### src/rtl/core/pgc_pkg.sv
// pgc_pkg: types, constants and stop tables of the palette gradient color block
// used by the stream interface instances and by palette_gradient_color
// no dependencies
package pgc_pkg;

  localparam int CFG_W     = 8;
  localparam int CFG_IDX_W = 4;

  localparam int ROM_PALETTES = 16;
  localparam int ROM_IDX_W    = $clog2(ROM_PALETTES);
  localparam int ROM_STOPS    = 5;
  localparam int STOP_IDX_W   = $clog2(ROM_STOPS);
  localparam int STOP_CNT_W   = $clog2(ROM_STOPS + 1);

  // f = (delta*255 * recip) >> RECIP_SHIFT, exact for delta*255 < 2^16 and span < 2^8
  localparam int RECIP_SHIFT = 24;
  localparam int RECIP_W     = RECIP_SHIFT + 1;
  localparam int NUM_W       = 16;
  localparam int FPROD_W     = NUM_W + RECIP_W;

  localparam logic [7:0] PAL_RAINBOW = 8'd1;

  typedef enum logic [CFG_IDX_W-1:0] {
    CFG_PALETTE_SELECT = 4'd0,
    CFG_PRIMARY_RED    = 4'd1,
    CFG_PRIMARY_GREEN  = 4'd2,
    CFG_PRIMARY_BLUE   = 4'd3
  } cfg_reg_e;

  typedef enum logic [2:0] {
    HUE_R_TO_Y = 3'd0,
    HUE_Y_TO_G = 3'd1,
    HUE_G_TO_C = 3'd2,
    HUE_C_TO_B = 3'd3,
    HUE_B_TO_M = 3'd4,
    HUE_M_TO_R = 3'd5
  } hue_region_e;

  typedef struct packed {
    logic [7:0] position;
  } pos_item_t;

  typedef struct packed {
    logic [7:0] red;
    logic [7:0] green;
    logic [7:0] blue;
  } color_item_t;

  typedef struct packed {
    logic [7:0] r;
    logic [7:0] g;
    logic [7:0] b;
  } rgb_t;

  typedef struct packed {
    logic [7:0] pos;
    logic [7:0] r;
    logic [7:0] g;
    logic [7:0] b;
  } stop_t;

  typedef logic [STOP_CNT_W-1:0] stop_cnt_rom_t [ROM_PALETTES];
  typedef stop_t stop_rom_t [ROM_PALETTES][ROM_STOPS];
  typedef logic [RECIP_W-1:0] recip_rom_t [ROM_PALETTES][ROM_STOPS-1];

  localparam stop_cnt_rom_t STOP_COUNT = '{
    3'd0, 3'd0, 3'd5, 3'd4, 3'd4, 3'd4, 3'd5, 3'd5,
    3'd5, 3'd5, 3'd4, 3'd4, 3'd5, 3'd4, 3'd4, 3'd4
  };

  localparam stop_rom_t STOP_ROM = '{
    '{'{8'd0, 8'd0, 8'd0, 8'd0}, '{8'd0, 8'd0, 8'd0, 8'd0}, '{8'd0, 8'd0, 8'd0, 8'd0},
      '{8'd0, 8'd0, 8'd0, 8'd0}, '{8'd0, 8'd0, 8'd0, 8'd0}},
    '{'{8'd0, 8'd0, 8'd0, 8'd0}, '{8'd0, 8'd0, 8'd0, 8'd0}, '{8'd0, 8'd0, 8'd0, 8'd0},
      '{8'd0, 8'd0, 8'd0, 8'd0}, '{8'd0, 8'd0, 8'd0, 8'd0}},
    '{'{8'd0, 8'd255, 8'd0, 8'd128}, '{8'd64, 8'd255, 8'd100, 8'd0},
      '{8'd128, 8'd255, 8'd220, 8'd0}, '{8'd192, 8'd180, 8'd0, 8'd255},
      '{8'd255, 8'd255, 8'd0, 8'd128}},
    '{'{8'd0, 8'd0, 8'd20, 8'd90}, '{8'd80, 8'd0, 8'd90, 8'd160},
      '{8'd160, 8'd0, 8'd170, 8'd190}, '{8'd255, 8'd190, 8'd240, 8'd255},
      '{8'd0, 8'd0, 8'd0, 8'd0}},
    '{'{8'd0, 8'd0, 8'd40, 8'd10}, '{8'd90, 8'd20, 8'd110, 8'd20},
      '{8'd170, 8'd90, 8'd160, 8'd30}, '{8'd255, 8'd200, 8'd220, 8'd90},
      '{8'd0, 8'd0, 8'd0, 8'd0}},
    '{'{8'd0, 8'd20, 8'd0, 8'd0}, '{8'd90, 8'd160, 8'd20, 8'd0},
      '{8'd180, 8'd255, 8'd110, 8'd0}, '{8'd255, 8'd255, 8'd230, 8'd120},
      '{8'd0, 8'd0, 8'd0, 8'd0}},
    '{'{8'd0, 8'd0, 8'd0, 8'd80}, '{8'd60, 8'd0, 8'd60, 8'd160},
      '{8'd130, 8'd120, 8'd160, 8'd220}, '{8'd200, 8'd220, 8'd235, 8'd255},
      '{8'd255, 8'd255, 8'd255, 8'd255}},
    '{'{8'd0, 8'd0, 8'd0, 8'd0}, '{8'd64, 8'd140, 8'd0, 8'd0},
      '{8'd128, 8'd220, 8'd60, 8'd0}, '{8'd190, 8'd255, 8'd190, 8'd0},
      '{8'd255, 8'd255, 8'd255, 8'd220}},
    '{'{8'd0, 8'd60, 8'd10, 8'd60}, '{8'd70, 8'd200, 8'd50, 8'd60},
      '{8'd140, 8'd255, 8'd120, 8'd40}, '{8'd200, 8'd255, 8'd190, 8'd90},
      '{8'd255, 8'd255, 8'd235, 8'd180}},
    '{'{8'd0, 8'd0, 8'd20, 8'd40}, '{8'd70, 8'd0, 8'd140, 8'd110},
      '{8'd140, 8'd40, 8'd220, 8'd150}, '{8'd200, 8'd120, 8'd90, 8'd220},
      '{8'd255, 8'd20, 8'd20, 8'd90}},
    '{'{8'd0, 8'd0, 8'd10, 8'd60}, '{8'd80, 8'd0, 8'd90, 8'd180},
      '{8'd160, 8'd120, 8'd200, 8'd240}, '{8'd255, 8'd255, 8'd255, 8'd255},
      '{8'd0, 8'd0, 8'd0, 8'd0}},
    '{'{8'd0, 8'd60, 8'd10, 8'd0}, '{8'd90, 8'd180, 8'd60, 8'd0},
      '{8'd170, 8'd255, 8'd140, 8'd30}, '{8'd255, 8'd255, 8'd200, 8'd120},
      '{8'd0, 8'd0, 8'd0, 8'd0}},
    '{'{8'd0, 8'd60, 8'd15, 8'd0}, '{8'd80, 8'd170, 8'd60, 8'd0},
      '{8'd160, 8'd220, 8'd140, 8'd20}, '{8'd220, 8'd200, 8'd90, 8'd10},
      '{8'd255, 8'd120, 8'd30, 8'd0}},
    '{'{8'd0, 8'd120, 8'd20, 8'd60}, '{8'd80, 8'd255, 8'd120, 8'd180},
      '{8'd160, 8'd255, 8'd190, 8'd215}, '{8'd255, 8'd255, 8'd240, 8'd245},
      '{8'd0, 8'd0, 8'd0, 8'd0}},
    '{'{8'd0, 8'd0, 8'd255, 8'd200}, '{8'd85, 8'd80, 8'd0, 8'd255},
      '{8'd170, 8'd255, 8'd0, 8'd150}, '{8'd255, 8'd0, 8'd255, 8'd200},
      '{8'd0, 8'd0, 8'd0, 8'd0}},
    '{'{8'd0, 8'd0, 8'd0, 8'd30}, '{8'd90, 8'd0, 8'd40, 8'd110},
      '{8'd170, 8'd0, 8'd120, 8'd150}, '{8'd255, 8'd80, 8'd220, 8'd200},
      '{8'd0, 8'd0, 8'd0, 8'd0}}
  };

  // ceil(2^shift / span) for every span that occurs between adjacent stops
  localparam int RECIP_ONE = 1 << RECIP_SHIFT;
  localparam logic [RECIP_W-1:0] RCP_NONE    = '0;
  localparam logic [RECIP_W-1:0] RCP_SPAN_35 = RECIP_W'((RECIP_ONE + 34) / 35);
  localparam logic [RECIP_W-1:0] RCP_SPAN_55 = RECIP_W'((RECIP_ONE + 54) / 55);
  localparam logic [RECIP_W-1:0] RCP_SPAN_60 = RECIP_W'((RECIP_ONE + 59) / 60);
  localparam logic [RECIP_W-1:0] RCP_SPAN_62 = RECIP_W'((RECIP_ONE + 61) / 62);
  localparam logic [RECIP_W-1:0] RCP_SPAN_63 = RECIP_W'((RECIP_ONE + 62) / 63);
  localparam logic [RECIP_W-1:0] RCP_SPAN_64 = RECIP_W'((RECIP_ONE + 63) / 64);
  localparam logic [RECIP_W-1:0] RCP_SPAN_65 = RECIP_W'((RECIP_ONE + 64) / 65);
  localparam logic [RECIP_W-1:0] RCP_SPAN_70 = RECIP_W'((RECIP_ONE + 69) / 70);
  localparam logic [RECIP_W-1:0] RCP_SPAN_75 = RECIP_W'((RECIP_ONE + 74) / 75);
  localparam logic [RECIP_W-1:0] RCP_SPAN_80 = RECIP_W'((RECIP_ONE + 79) / 80);
  localparam logic [RECIP_W-1:0] RCP_SPAN_85 = RECIP_W'((RECIP_ONE + 84) / 85);
  localparam logic [RECIP_W-1:0] RCP_SPAN_90 = RECIP_W'((RECIP_ONE + 89) / 90);
  localparam logic [RECIP_W-1:0] RCP_SPAN_95 = RECIP_W'((RECIP_ONE + 94) / 95);

  // one entry per adjacent stop pair of STOP_ROM, zero where the palette has no such pair
  localparam recip_rom_t RECIP_ROM = '{
    '{RCP_NONE,    RCP_NONE,    RCP_NONE,    RCP_NONE},
    '{RCP_NONE,    RCP_NONE,    RCP_NONE,    RCP_NONE},
    '{RCP_SPAN_64, RCP_SPAN_64, RCP_SPAN_64, RCP_SPAN_63},
    '{RCP_SPAN_80, RCP_SPAN_80, RCP_SPAN_95, RCP_NONE},
    '{RCP_SPAN_90, RCP_SPAN_80, RCP_SPAN_85, RCP_NONE},
    '{RCP_SPAN_90, RCP_SPAN_90, RCP_SPAN_75, RCP_NONE},
    '{RCP_SPAN_60, RCP_SPAN_70, RCP_SPAN_70, RCP_SPAN_55},
    '{RCP_SPAN_64, RCP_SPAN_64, RCP_SPAN_62, RCP_SPAN_65},
    '{RCP_SPAN_70, RCP_SPAN_70, RCP_SPAN_60, RCP_SPAN_55},
    '{RCP_SPAN_70, RCP_SPAN_70, RCP_SPAN_60, RCP_SPAN_55},
    '{RCP_SPAN_80, RCP_SPAN_80, RCP_SPAN_95, RCP_NONE},
    '{RCP_SPAN_90, RCP_SPAN_80, RCP_SPAN_85, RCP_NONE},
    '{RCP_SPAN_80, RCP_SPAN_80, RCP_SPAN_60, RCP_SPAN_35},
    '{RCP_SPAN_80, RCP_SPAN_80, RCP_SPAN_95, RCP_NONE},
    '{RCP_SPAN_85, RCP_SPAN_85, RCP_SPAN_85, RCP_NONE},
    '{RCP_SPAN_90, RCP_SPAN_80, RCP_SPAN_85, RCP_NONE}
  };

  // (255 * x) >> 8
  function automatic logic [7:0] mul255_shr8(logic [7:0] x);
    logic [15:0] w;
    w = {x, 8'd0} - {8'd0, x};
    return w[15:8];
  endfunction

endpackage

### src/rtl/core/pgc_stream_if.sv
// pgc_stream_if: valid/ready stream channel with a typed payload
// payload type is set per instance, usually from pgc_pkg
interface pgc_stream_if #(
  parameter type payload_t = logic
) ();

  logic     valid;
  logic     ready;
  payload_t data;

  modport source (output valid, output data, input ready);
  modport sink   (input valid, input data, output ready);

endinterface

### src/rtl/core/palette_gradient_color.sv
// palette_gradient_color: palette position to rgb color, four-stage pipeline
// depends on pgc_pkg (types, stop and reciprocal tables) and pgc_stream_if
//
//   channel   dir  payload              accepted when
//   in_i      in   position             in_i.valid && in_i.ready
//   out_o     out  red, green, blue     out_o.valid && out_o.ready
//   cfg_*     in   index, 8-bit data    cfg_we_i
//
// one item per clock sustained while out_o.ready holds; stages: bracket search, reciprocal
// multiply for the blend factor, channel blend products, divide by 255
// each stage has its own ready, so bubbles close up while the output stalls
// reset clears the stage valid bits and the four config registers
module palette_gradient_color #(
  parameter int PALETTE_COUNT = 16,
  parameter int MAX_STOPS     = 5
) (
  input  logic                         clk_i,
  input  logic                         rst_ni,
  input  logic                         cfg_we_i,
  input  logic [pgc_pkg::CFG_IDX_W-1:0] cfg_idx_i,
  input  logic [pgc_pkg::CFG_W-1:0]     cfg_wdata_i,
  pgc_stream_if.sink                   in_i,
  pgc_stream_if.source                 out_o
);
  import pgc_pkg::*;

  // config registers
  logic [7:0] pal_q;
  rgb_t       prim_q;

  always_ff @(posedge clk_i or negedge rst_ni) begin
    if (!rst_ni) begin
      pal_q  <= '0;
      prim_q <= '0;
    end else if (cfg_we_i) begin
      case (cfg_reg_e'(cfg_idx_i))
        CFG_PALETTE_SELECT: pal_q    <= cfg_wdata_i;
        CFG_PRIMARY_RED:    prim_q.r <= cfg_wdata_i;
        CFG_PRIMARY_GREEN:  prim_q.g <= cfg_wdata_i;
        CFG_PRIMARY_BLUE:   prim_q.b <= cfg_wdata_i;
        default: ;
      endcase
    end
  end

  // per-stage handshake
  logic s1_valid_q, s2_valid_q, s3_valid_q, s4_valid_q;
  logic rdy1, rdy2, rdy3, rdy4;

  assign rdy4 = !s4_valid_q || out_o.ready;
  assign rdy3 = !s3_valid_q || rdy4;
  assign rdy2 = !s2_valid_q || rdy3;
  assign rdy1 = !s1_valid_q || rdy2;
  assign in_i.ready = rdy1;

  always_ff @(posedge clk_i or negedge rst_ni) begin
    if (!rst_ni) begin
      s1_valid_q <= 1'b0;
      s2_valid_q <= 1'b0;
      s3_valid_q <= 1'b0;
      s4_valid_q <= 1'b0;
    end else begin
      if (rdy1) s1_valid_q <= in_i.valid;
      if (rdy2) s2_valid_q <= s1_valid_q;
      if (rdy3) s3_valid_q <= s2_valid_q;
      if (rdy4) s4_valid_q <= s3_valid_q;
    end
  end

  // stage 1: mode, bracket search, hue region
  logic                      rb_d;
  hue_region_e               region_d;
  logic [7:0]                rem_d;
  rgb_t                      ca_d, cb_d;
  logic [7:0]                delta_d;
  logic [RECIP_W-1:0]        recip_d;

  logic [7:0]                pos;
  logic                      in_rom;
  logic [ROM_IDX_W-1:0]      pal_idx;
  logic [STOP_CNT_W-1:0]     n_stops;
  logic                      found;
  logic [7:0]                hue_base;
  logic [7:0]                hue_diff;
  stop_t                     sa, sb;

  assign pos     = in_i.data.position;
  assign pal_idx = pal_q[ROM_IDX_W-1:0];

  always_comb begin
    rb_d   = (pal_q == PAL_RAINBOW);
    in_rom = ({1'b0, pal_q} < 9'(PALETTE_COUNT)) && (pal_q < 8'(ROM_PALETTES));
    n_stops = in_rom ? STOP_COUNT[pal_idx] : '0;
    if (int'(n_stops) > MAX_STOPS) n_stops = STOP_CNT_W'(MAX_STOPS);

    // primary color and single-stop results ride through the blend with f = 0
    ca_d    = prim_q;
    cb_d    = prim_q;
    delta_d = '0;
    recip_d = '0;
    found   = 1'b0;
    sa      = '0;
    sb      = '0;
    if (n_stops != '0) begin
      sa   = STOP_ROM[pal_idx][STOP_IDX_W'(n_stops - STOP_CNT_W'(1))];
      ca_d = '{r: sa.r, g: sa.g, b: sa.b};
      cb_d = ca_d;
      for (int i = 0; i < ROM_STOPS - 1; i++) begin
        if (!found && ((i + 1) < int'(n_stops)) &&
            (pos >= STOP_ROM[pal_idx][i].pos) && (pos <= STOP_ROM[pal_idx][i+1].pos)) begin
          found   = 1'b1;
          sa      = STOP_ROM[pal_idx][i];
          sb      = STOP_ROM[pal_idx][i+1];
          ca_d    = '{r: sa.r, g: sa.g, b: sa.b};
          cb_d    = '{r: sb.r, g: sb.g, b: sb.b};
          delta_d = pos - sa.pos;
          // an empty span gives a zero delta, which returns the left stop
          recip_d = RECIP_ROM[pal_idx][i];
        end
      end
    end

    // hue / 43 by compares
    if (pos >= 8'd215) begin
      region_d = HUE_M_TO_R;
      hue_base = 8'd215;
    end else if (pos >= 8'd172) begin
      region_d = HUE_B_TO_M;
      hue_base = 8'd172;
    end else if (pos >= 8'd129) begin
      region_d = HUE_C_TO_B;
      hue_base = 8'd129;
    end else if (pos >= 8'd86) begin
      region_d = HUE_G_TO_C;
      hue_base = 8'd86;
    end else if (pos >= 8'd43) begin
      region_d = HUE_Y_TO_G;
      hue_base = 8'd43;
    end else begin
      region_d = HUE_R_TO_Y;
      hue_base = 8'd0;
    end
    hue_diff = pos - hue_base;
    rem_d    = 8'(hue_diff * 8'd6);
  end

  logic               rb1_q;
  hue_region_e        region1_q;
  logic [7:0]         rem1_q;
  rgb_t               ca1_q, cb1_q;
  logic [7:0]         delta1_q;
  logic [RECIP_W-1:0] recip1_q;

  always_ff @(posedge clk_i) begin
    if (rdy1) begin
      rb1_q     <= rb_d;
      region1_q <= region_d;
      rem1_q    <= rem_d;
      ca1_q     <= ca_d;
      cb1_q     <= cb_d;
      delta1_q  <= delta_d;
      recip1_q  <= recip_d;
    end
  end

  // stage 2: blend factor by reciprocal multiply, first rainbow product
  logic [NUM_W-1:0]   num;
  logic [FPROD_W-1:0] f_prod;

  assign num    = {delta1_q, 8'd0} - {8'd0, delta1_q};
  assign f_prod = FPROD_W'(num) * FPROD_W'(recip1_q);

  logic        rb2_q;
  hue_region_e region2_q;
  logic [7:0]  q1_2_q, t1_2_q;
  rgb_t        ca2_q, cb2_q;
  logic [7:0]  f2_q;

  always_ff @(posedge clk_i) begin
    if (rdy2) begin
      rb2_q     <= rb1_q;
      region2_q <= region1_q;
      q1_2_q    <= mul255_shr8(rem1_q);
      t1_2_q    <= mul255_shr8(~rem1_q);
      ca2_q     <= ca1_q;
      cb2_q     <= cb1_q;
      f2_q      <= f_prod[RECIP_SHIFT +: 8];
    end
  end

  // stage 3: channel blend sums, second rainbow product
  logic [7:0] f2_inv;
  assign f2_inv = ~f2_q;

  logic        rb3_q;
  hue_region_e region3_q;
  logic [7:0]  q3_q, t3_q;
  logic [15:0] vr3_q, vg3_q, vb3_q;

  always_ff @(posedge clk_i) begin
    if (rdy3) begin
      rb3_q     <= rb2_q;
      region3_q <= region2_q;
      q3_q      <= mul255_shr8(~q1_2_q);
      t3_q      <= mul255_shr8(~t1_2_q);
      vr3_q     <= 16'(ca2_q.r) * 16'(f2_inv) + 16'(cb2_q.r) * 16'(f2_q);
      vg3_q     <= 16'(ca2_q.g) * 16'(f2_inv) + 16'(cb2_q.g) * 16'(f2_q);
      vb3_q     <= 16'(ca2_q.b) * 16'(f2_inv) + 16'(cb2_q.b) * 16'(f2_q);
    end
  end

  // stage 4: divide by 255 and rainbow channel select
  function automatic logic [7:0] div255(logic [15:0] v);
    logic [32:0] p;
    p = 33'(v) * 33'(17'h8081);
    return p[30:23];
  endfunction

  color_item_t out_d, out_q;

  always_comb begin
    if (rb3_q) begin
      case (region3_q)
        HUE_R_TO_Y: out_d = '{red: 8'd255, green: t3_q,   blue: 8'd0};
        HUE_Y_TO_G: out_d = '{red: q3_q,   green: 8'd255, blue: 8'd0};
        HUE_G_TO_C: out_d = '{red: 8'd0,   green: 8'd255, blue: t3_q};
        HUE_C_TO_B: out_d = '{red: 8'd0,   green: q3_q,   blue: 8'd255};
        HUE_B_TO_M: out_d = '{red: t3_q,   green: 8'd0,   blue: 8'd255};
        default:    out_d = '{red: 8'd255, green: 8'd0,   blue: q3_q};
      endcase
    end else begin
      out_d = '{red: div255(vr3_q), green: div255(vg3_q), blue: div255(vb3_q)};
    end
  end

  logic rb4_q;

  always_ff @(posedge clk_i) begin
    if (rdy4) begin
      out_q <= out_d;
      rb4_q <= rb3_q;
    end
  end

  assign out_o.valid = s4_valid_q;
  assign out_o.data  = out_q;

  // assertions
  a_bubble_takes_input: assert property (@(posedge clk_i) disable iff (!rst_ni)
    !s1_valid_q |-> in_i.ready)
    else $error("input stalled while the first stage is empty");

  a_accept_fills_stage1: assert property (@(posedge clk_i) disable iff (!rst_ni)
    (in_i.valid && in_i.ready) |=> s1_valid_q)
    else $error("accepted item did not enter the first stage");

  a_blend_factor_range: assert property (@(posedge clk_i) disable iff (!rst_ni)
    (s1_valid_q && !rb1_q) |-> (f_prod[FPROD_W-1:RECIP_SHIFT+8] == '0))
    else $error("blend factor overflows eight bits");

  a_rainbow_full_value: assert property (@(posedge clk_i) disable iff (!rst_ni)
    (s4_valid_q && rb4_q) |->
      (out_q.red == 8'd255 || out_q.green == 8'd255 || out_q.blue == 8'd255))
    else $error("rainbow color without a full channel");

endmodule

### src/flat_wrapper.sv
// flat-port wrapper written by rule: the top's interface ports become plain ports
module palette_gradient_color_flat import pgc_pkg::*;
#(
  parameter int PALETTE_COUNT = 16,
  parameter int MAX_STOPS     = 5
)
  (clk_i, rst_ni, cfg_we_i, cfg_idx_i, cfg_wdata_i, in_i_valid, in_i_data, in_i_ready, out_o_valid, out_o_data, out_o_ready);
  pgc_stream_if #(.payload_t(pos_item_t)) in_i_i ();
  pgc_stream_if #(.payload_t(color_item_t)) out_o_i ();
  input  logic clk_i;
  input  logic rst_ni;
  input  logic cfg_we_i;
  input  logic [pgc_pkg::CFG_IDX_W-1:0] cfg_idx_i;
  input  logic [pgc_pkg::CFG_W-1:0] cfg_wdata_i;
  input wire logic [$bits(in_i_i.valid)-1:0] in_i_valid;
  input wire logic [$bits(in_i_i.data)-1:0] in_i_data;
  output wire logic [$bits(in_i_i.ready)-1:0] in_i_ready;
  output wire logic [$bits(out_o_i.valid)-1:0] out_o_valid;
  output wire logic [$bits(out_o_i.data)-1:0] out_o_data;
  input wire logic [$bits(out_o_i.ready)-1:0] out_o_ready;
  assign in_i_i.valid = in_i_valid;
  assign in_i_i.data = in_i_data;
  assign in_i_ready = in_i_i.ready;
  assign out_o_valid = out_o_i.valid;
  assign out_o_data = out_o_i.data;
  assign out_o_i.ready = out_o_ready;
  palette_gradient_color #(.PALETTE_COUNT(PALETTE_COUNT), .MAX_STOPS(MAX_STOPS)) u_core (.clk_i(clk_i), .rst_ni(rst_ni), .cfg_we_i(cfg_we_i), .cfg_idx_i(cfg_idx_i), .cfg_wdata_i(cfg_wdata_i), .in_i(in_i_i), .out_o(out_o_i));
endmodule
### config.mk
export PLATFORM = sky130hd
export DESIGN_NAME = palette_gradient_color_flat
export DESIGN_NICKNAME = d
export VERILOG_FILES = /design/src/rtl/core/pgc_pkg.sv /design/src/rtl/core/pgc_stream_if.sv /design/src/rtl/core/palette_gradient_color.sv /design/src/flat_wrapper.sv
export SDC_FILE = /design/constraint.sdc
export NUM_CORES = 2
export LEC_CHECK = 0
export ABC_AREA = 0
export BUFFER_PORTS_ARGS = -buffer_cell sky130_fd_sc_hd__buf_2
export CORE_AREA = 3 3 316 318
export DETAILED_ROUTE_END_ITERATION = 12
export DIE_AREA = 0 0 319 321
export GPL_TIMING_DRIVEN = 1
export PLACE_DENSITY = 0.69
export SLEW_MARGIN = 20
export SYNTH_ARGS = -nofsm -noshare
export SYNTH_HDL_FRONTEND = slang
export SYNTH_SLANG_ARGS = --single-unit
### constraint.sdc
create_clock -name clk_i -period 10.3 [get_ports clk_i]
set_clock_uncertainty 0.2 [all_clocks]
set_input_delay 0.515 -clock clk_i [delete_from_list [all_inputs] [get_ports clk_i]]
set_output_delay 0.515 -clock clk_i [all_outputs]
set_load 0.05 [all_outputs]
==> flow_metrics.env <==
export IMPL_netlist_area_um2=41790
export IMPL_yosys_warnings=0
export IMPL_nets=5422
export IMPL_cts_htree_levels=2
export IMPL_ys_seq_area_share_pct=20.26
export IMPL_synthCells=4402
export IMPL_fin_crit_ps=8603
export IMPL_cts_sinks=288
export IMPL_drive_gt1_share_pct=5.493
export IMPL_crit_buf_inv=5
export IMPL_synth_edf_count=252
export IMPL_grt_max_degree=75
export IMPL_crit_path_end_kind="flip-flop"
export IMPL_status="finished, final reports clean"
export IMPL_drtAntennaViolNets=0
export IMPL_busiest_layer="met2"
export IMPL_drc=0
export IMPL_row_count=114
export IMPL_critPathRequiredTime_ps=10420
export IMPL_seqCellArea_um2=8471
export IMPL_avgSynthCellArea_um2=9.494
export IMPL_path_clk_slew_ps=60
export IMPL_gr_usage_met1_pct=29.66
export IMPL_first_pass_iters=8
export IMPL_wl_per_cell_um=19.82
export IMPL_grt_pass1_wl_mm=179.1
export IMPL_fp_dieH_um=321
export IMPL_die_x_um=319
export IMPL_synth_top_area_share_pct=25.24
export IMPL_ys_top_cells_by_count="inv_1, fa_1, ha_1, nand2_1"
export IMPL_fmax_mhz=116.2
export IMPL_cts_setup_buffers=0
export IMPL_root_buffer="clkbuf_16"
export IMPL_track_usage_pct=22.01
export IMPL_cpMostUsedCell="fa_1"
export IMPL_yosys_top_cells_area="fa_1, edfxtp_1, ha_1, inv_1, and2_1"
export IMPL_cp_slowest_cell="xnor2_1"
export IMPL_insertion_delay_ps=580
export IMPL_rsz0062_at_grt="no"
export IMPL_cts_tree="done"
export IMPL_numCtsBuffers=34
export IMPL_relSlewSlack_pct=24.79
export IMPL_multiInputGateArea_um2=29960
export IMPL_n_fill_cell=9101
export IMPL_start_util_pct=43.15
export IMPL_grt_pass1_vias=32226
export IMPL_ios=51
export IMPL_portBuffers=50
export IMPL_gp_congestion=1.018
export IMPL_area_delta_synth_final_pct=6.512
export IMPL_synth_most_common_cell="inv_1"
export IMPL_synth_seq_cells=288
export IMPL_drtIter0Drc=2834
export IMPL_min_path_type="in2reg"
export IMPL_slowest_delay_ps=830
export IMPL_critPathKind="reg2reg"
export IMPL_tns_ps=0
export IMPL_antenna_found_initial=3
export IMPL_dp_hpwl_mm=85.68
export IMPL_via_count=31594
export IMPL_cts_resized=0
export IMPL_min_period_over_period_pct=83.52
export IMPL_synth_cell_types=91
export IMPL_hold_viol=0
export IMPL_finalSetupViolations=0
export IMPL_worst_pin_slew_ps=1128
export IMPL_cts_path_max_buffers=3
export IMPL_dieArea_um2=102400
export IMPL_async_flop_share_pct=12.50
export IMPL_grt_ovfl_total=0
export IMPL_use_met3_pct=4.329
export IMPL_viasPerCell=5.594
export IMPL_grt_met2_usage_pct=35.87
export IMPL_worst_path_max_fanout=22
export IMPL_core_area_um2=96850
export IMPL_cp_start_kind="flip-flop"
export IMPL_crit_family="adder cells"
export IMPL_slew_viol_final=0
export IMPL_crit_arrival_ps=8730
export IMPL_yosys_most_used_dff="edfxtp_1"
export IMPL_routed_wl_mm=111.9
export IMPL_drv_cap=0
export IMPL_yosys_area_top_type="fa_1"
-- flip-flops by register name, indices dropped and copies added (netlist names), 3 cells and up --
register and flops:
u_core.recip1_q 19, u_core.ca1_q 24, u_core.out_o.data 24, u_core.vr3_q 16, u_core.q3_q 8, u_core.cb1_q 24, u_core.t3_q 7, u_core.t1_2_q 7
u_core.ca2_q 24, u_core.q1_2_q 8, u_core.region2_q 3, u_core.pal_q 8, u_core.f2_q 8, u_core.rem1_q 7, u_core.delta1_q 8, u_core.vb3_q 16
u_core.region1_q 3, u_core.prim_q 24, u_core.vg3_q 16, u_core.region3_q 3, u_core.cb2_q 24
-- layer usage --
| layer | vias to the layer above | wire, um | share of wire (%) |
|---|---|---|---|
| met1 | 15721 | 47210 | 42 |
| met4 | 0 | 3937 | 3.5 |
| met5 | - | 0 | 0 |
| met2 | 1166 | 51550 | 46 |
| li1 | 14462 | - | - |
| met3 | 245 | 9231 | 8.2 |
-- metrics by stage --
step                      instance area, um^2  setup slack (ps)  hold slack (ps)  std cells  util (%)
after global routing                    44510              1265            59.62       5645     45.95
after floorplan                         41800              2847            19.41       4404         -
final                                   44510              1697            64.01       5648     45.96
after global placement                  43270              1901            200.9       5582     44.68
after detailed placement                43280              1740            204.5       5582     44.68
after CTS                               44500              1778            44.21       5645     45.95
-- repair_timing --
action / CTS / global route
hold endpoints to repair: 37 / 0
setup endpoints to repair: 0 / 0
hold buffers: 2 / 0
-- placed cells by master (no fill, tap or decap), types with 17 or more instances in the layout --
cell type / count
a211oi_1: 36
a21o_1: 43
a21oi_1: 164
a31oi_1: 35
and2_1: 252
and3_1: 22
buf_2: 50
buf_4: 46
clkbuf_16: 34
dfrtp_1: 34
edfxtp_1: 252
fa_1: 527
ha_1: 525
inv_1: 705
mux2_2: 37
nand2_1: 419
nand2b_1: 115
nand3_1: 54
nor2_1: 149
nor2b_1: 133
nor3_1: 48
o211ai_1: 25
o21a_1: 23
o21ai_0: 188
o31ai_1: 17
xnor2_1: 80
xor2_1: 27
-- final timing paths --
check	from	cells after the start	slack, ps	to
worst max register to register	u_core.delta1_q[0]	25	1700	u_core.f2_q[7]
max in group asynchronous	rst_ni	2	8790	u_core.pal_q[3]
worst max-delay path	u_core.delta1_q[0]	25	1700	u_core.f2_q[7]
worst min-delay path	cfg_wdata_i[5]	2	60	u_core.pal_q[5]
min in group asynchronous	rst_ni	2	440	u_core.pal_q[5]
worst min register to register	u_core.cb1_q[22]	0	190	u_core.cb2_q[22]
-- final cells by class --
class	count	share of cell area, %
Timing Repair Buffer	98	1.383
Clock inverter	25	0.7730
Inverter	709	5.984
Clock buffer	36	1.928
Antenna cell	3	0.01687
Tap cell	1276	3.587
Multi-Input combinational cell	3213	67.30
Sequential cell	288	19.03
-- worst register-to-register path: stages, from the launching register on --
cell,delay (ps)
edfxtp_1,820
inv_1,260
ha_1,340
nand2_1,130
nand3_1,100
xnor2_1,830
buf_4,340
nand2_1,100
fa_1,540
inv_1,60
fa_1,520
fa_1,570
fa_1,450
fa_1,490
inv_1,50
fa_1,480
inv_1,40
ha_1,290
nand2_1,70
nor4_1,330
a211oi_1,150
o221ai_1,490
o21ai_0,180
o2111ai_1,290
a21oi_1,130
xnor2_1,130
-- cells by family after synthesis --
kind of cell / after synthesis / synth area share (%)
simple gates: 1272 / 15.47
compound gates: 730 / 11.44
flops: 288 / 20.26
buf+inv: 903 / 8.290
xor+xnor: 107 / 2.242
mux: 48 / 1.290
fa+ha+maj: 1053 / 40.99
other cells: 1 / 0.008973
Power is not shown: default switching activity piles up to over one toggle a cycle in this logic, so the estimate is an artifact.
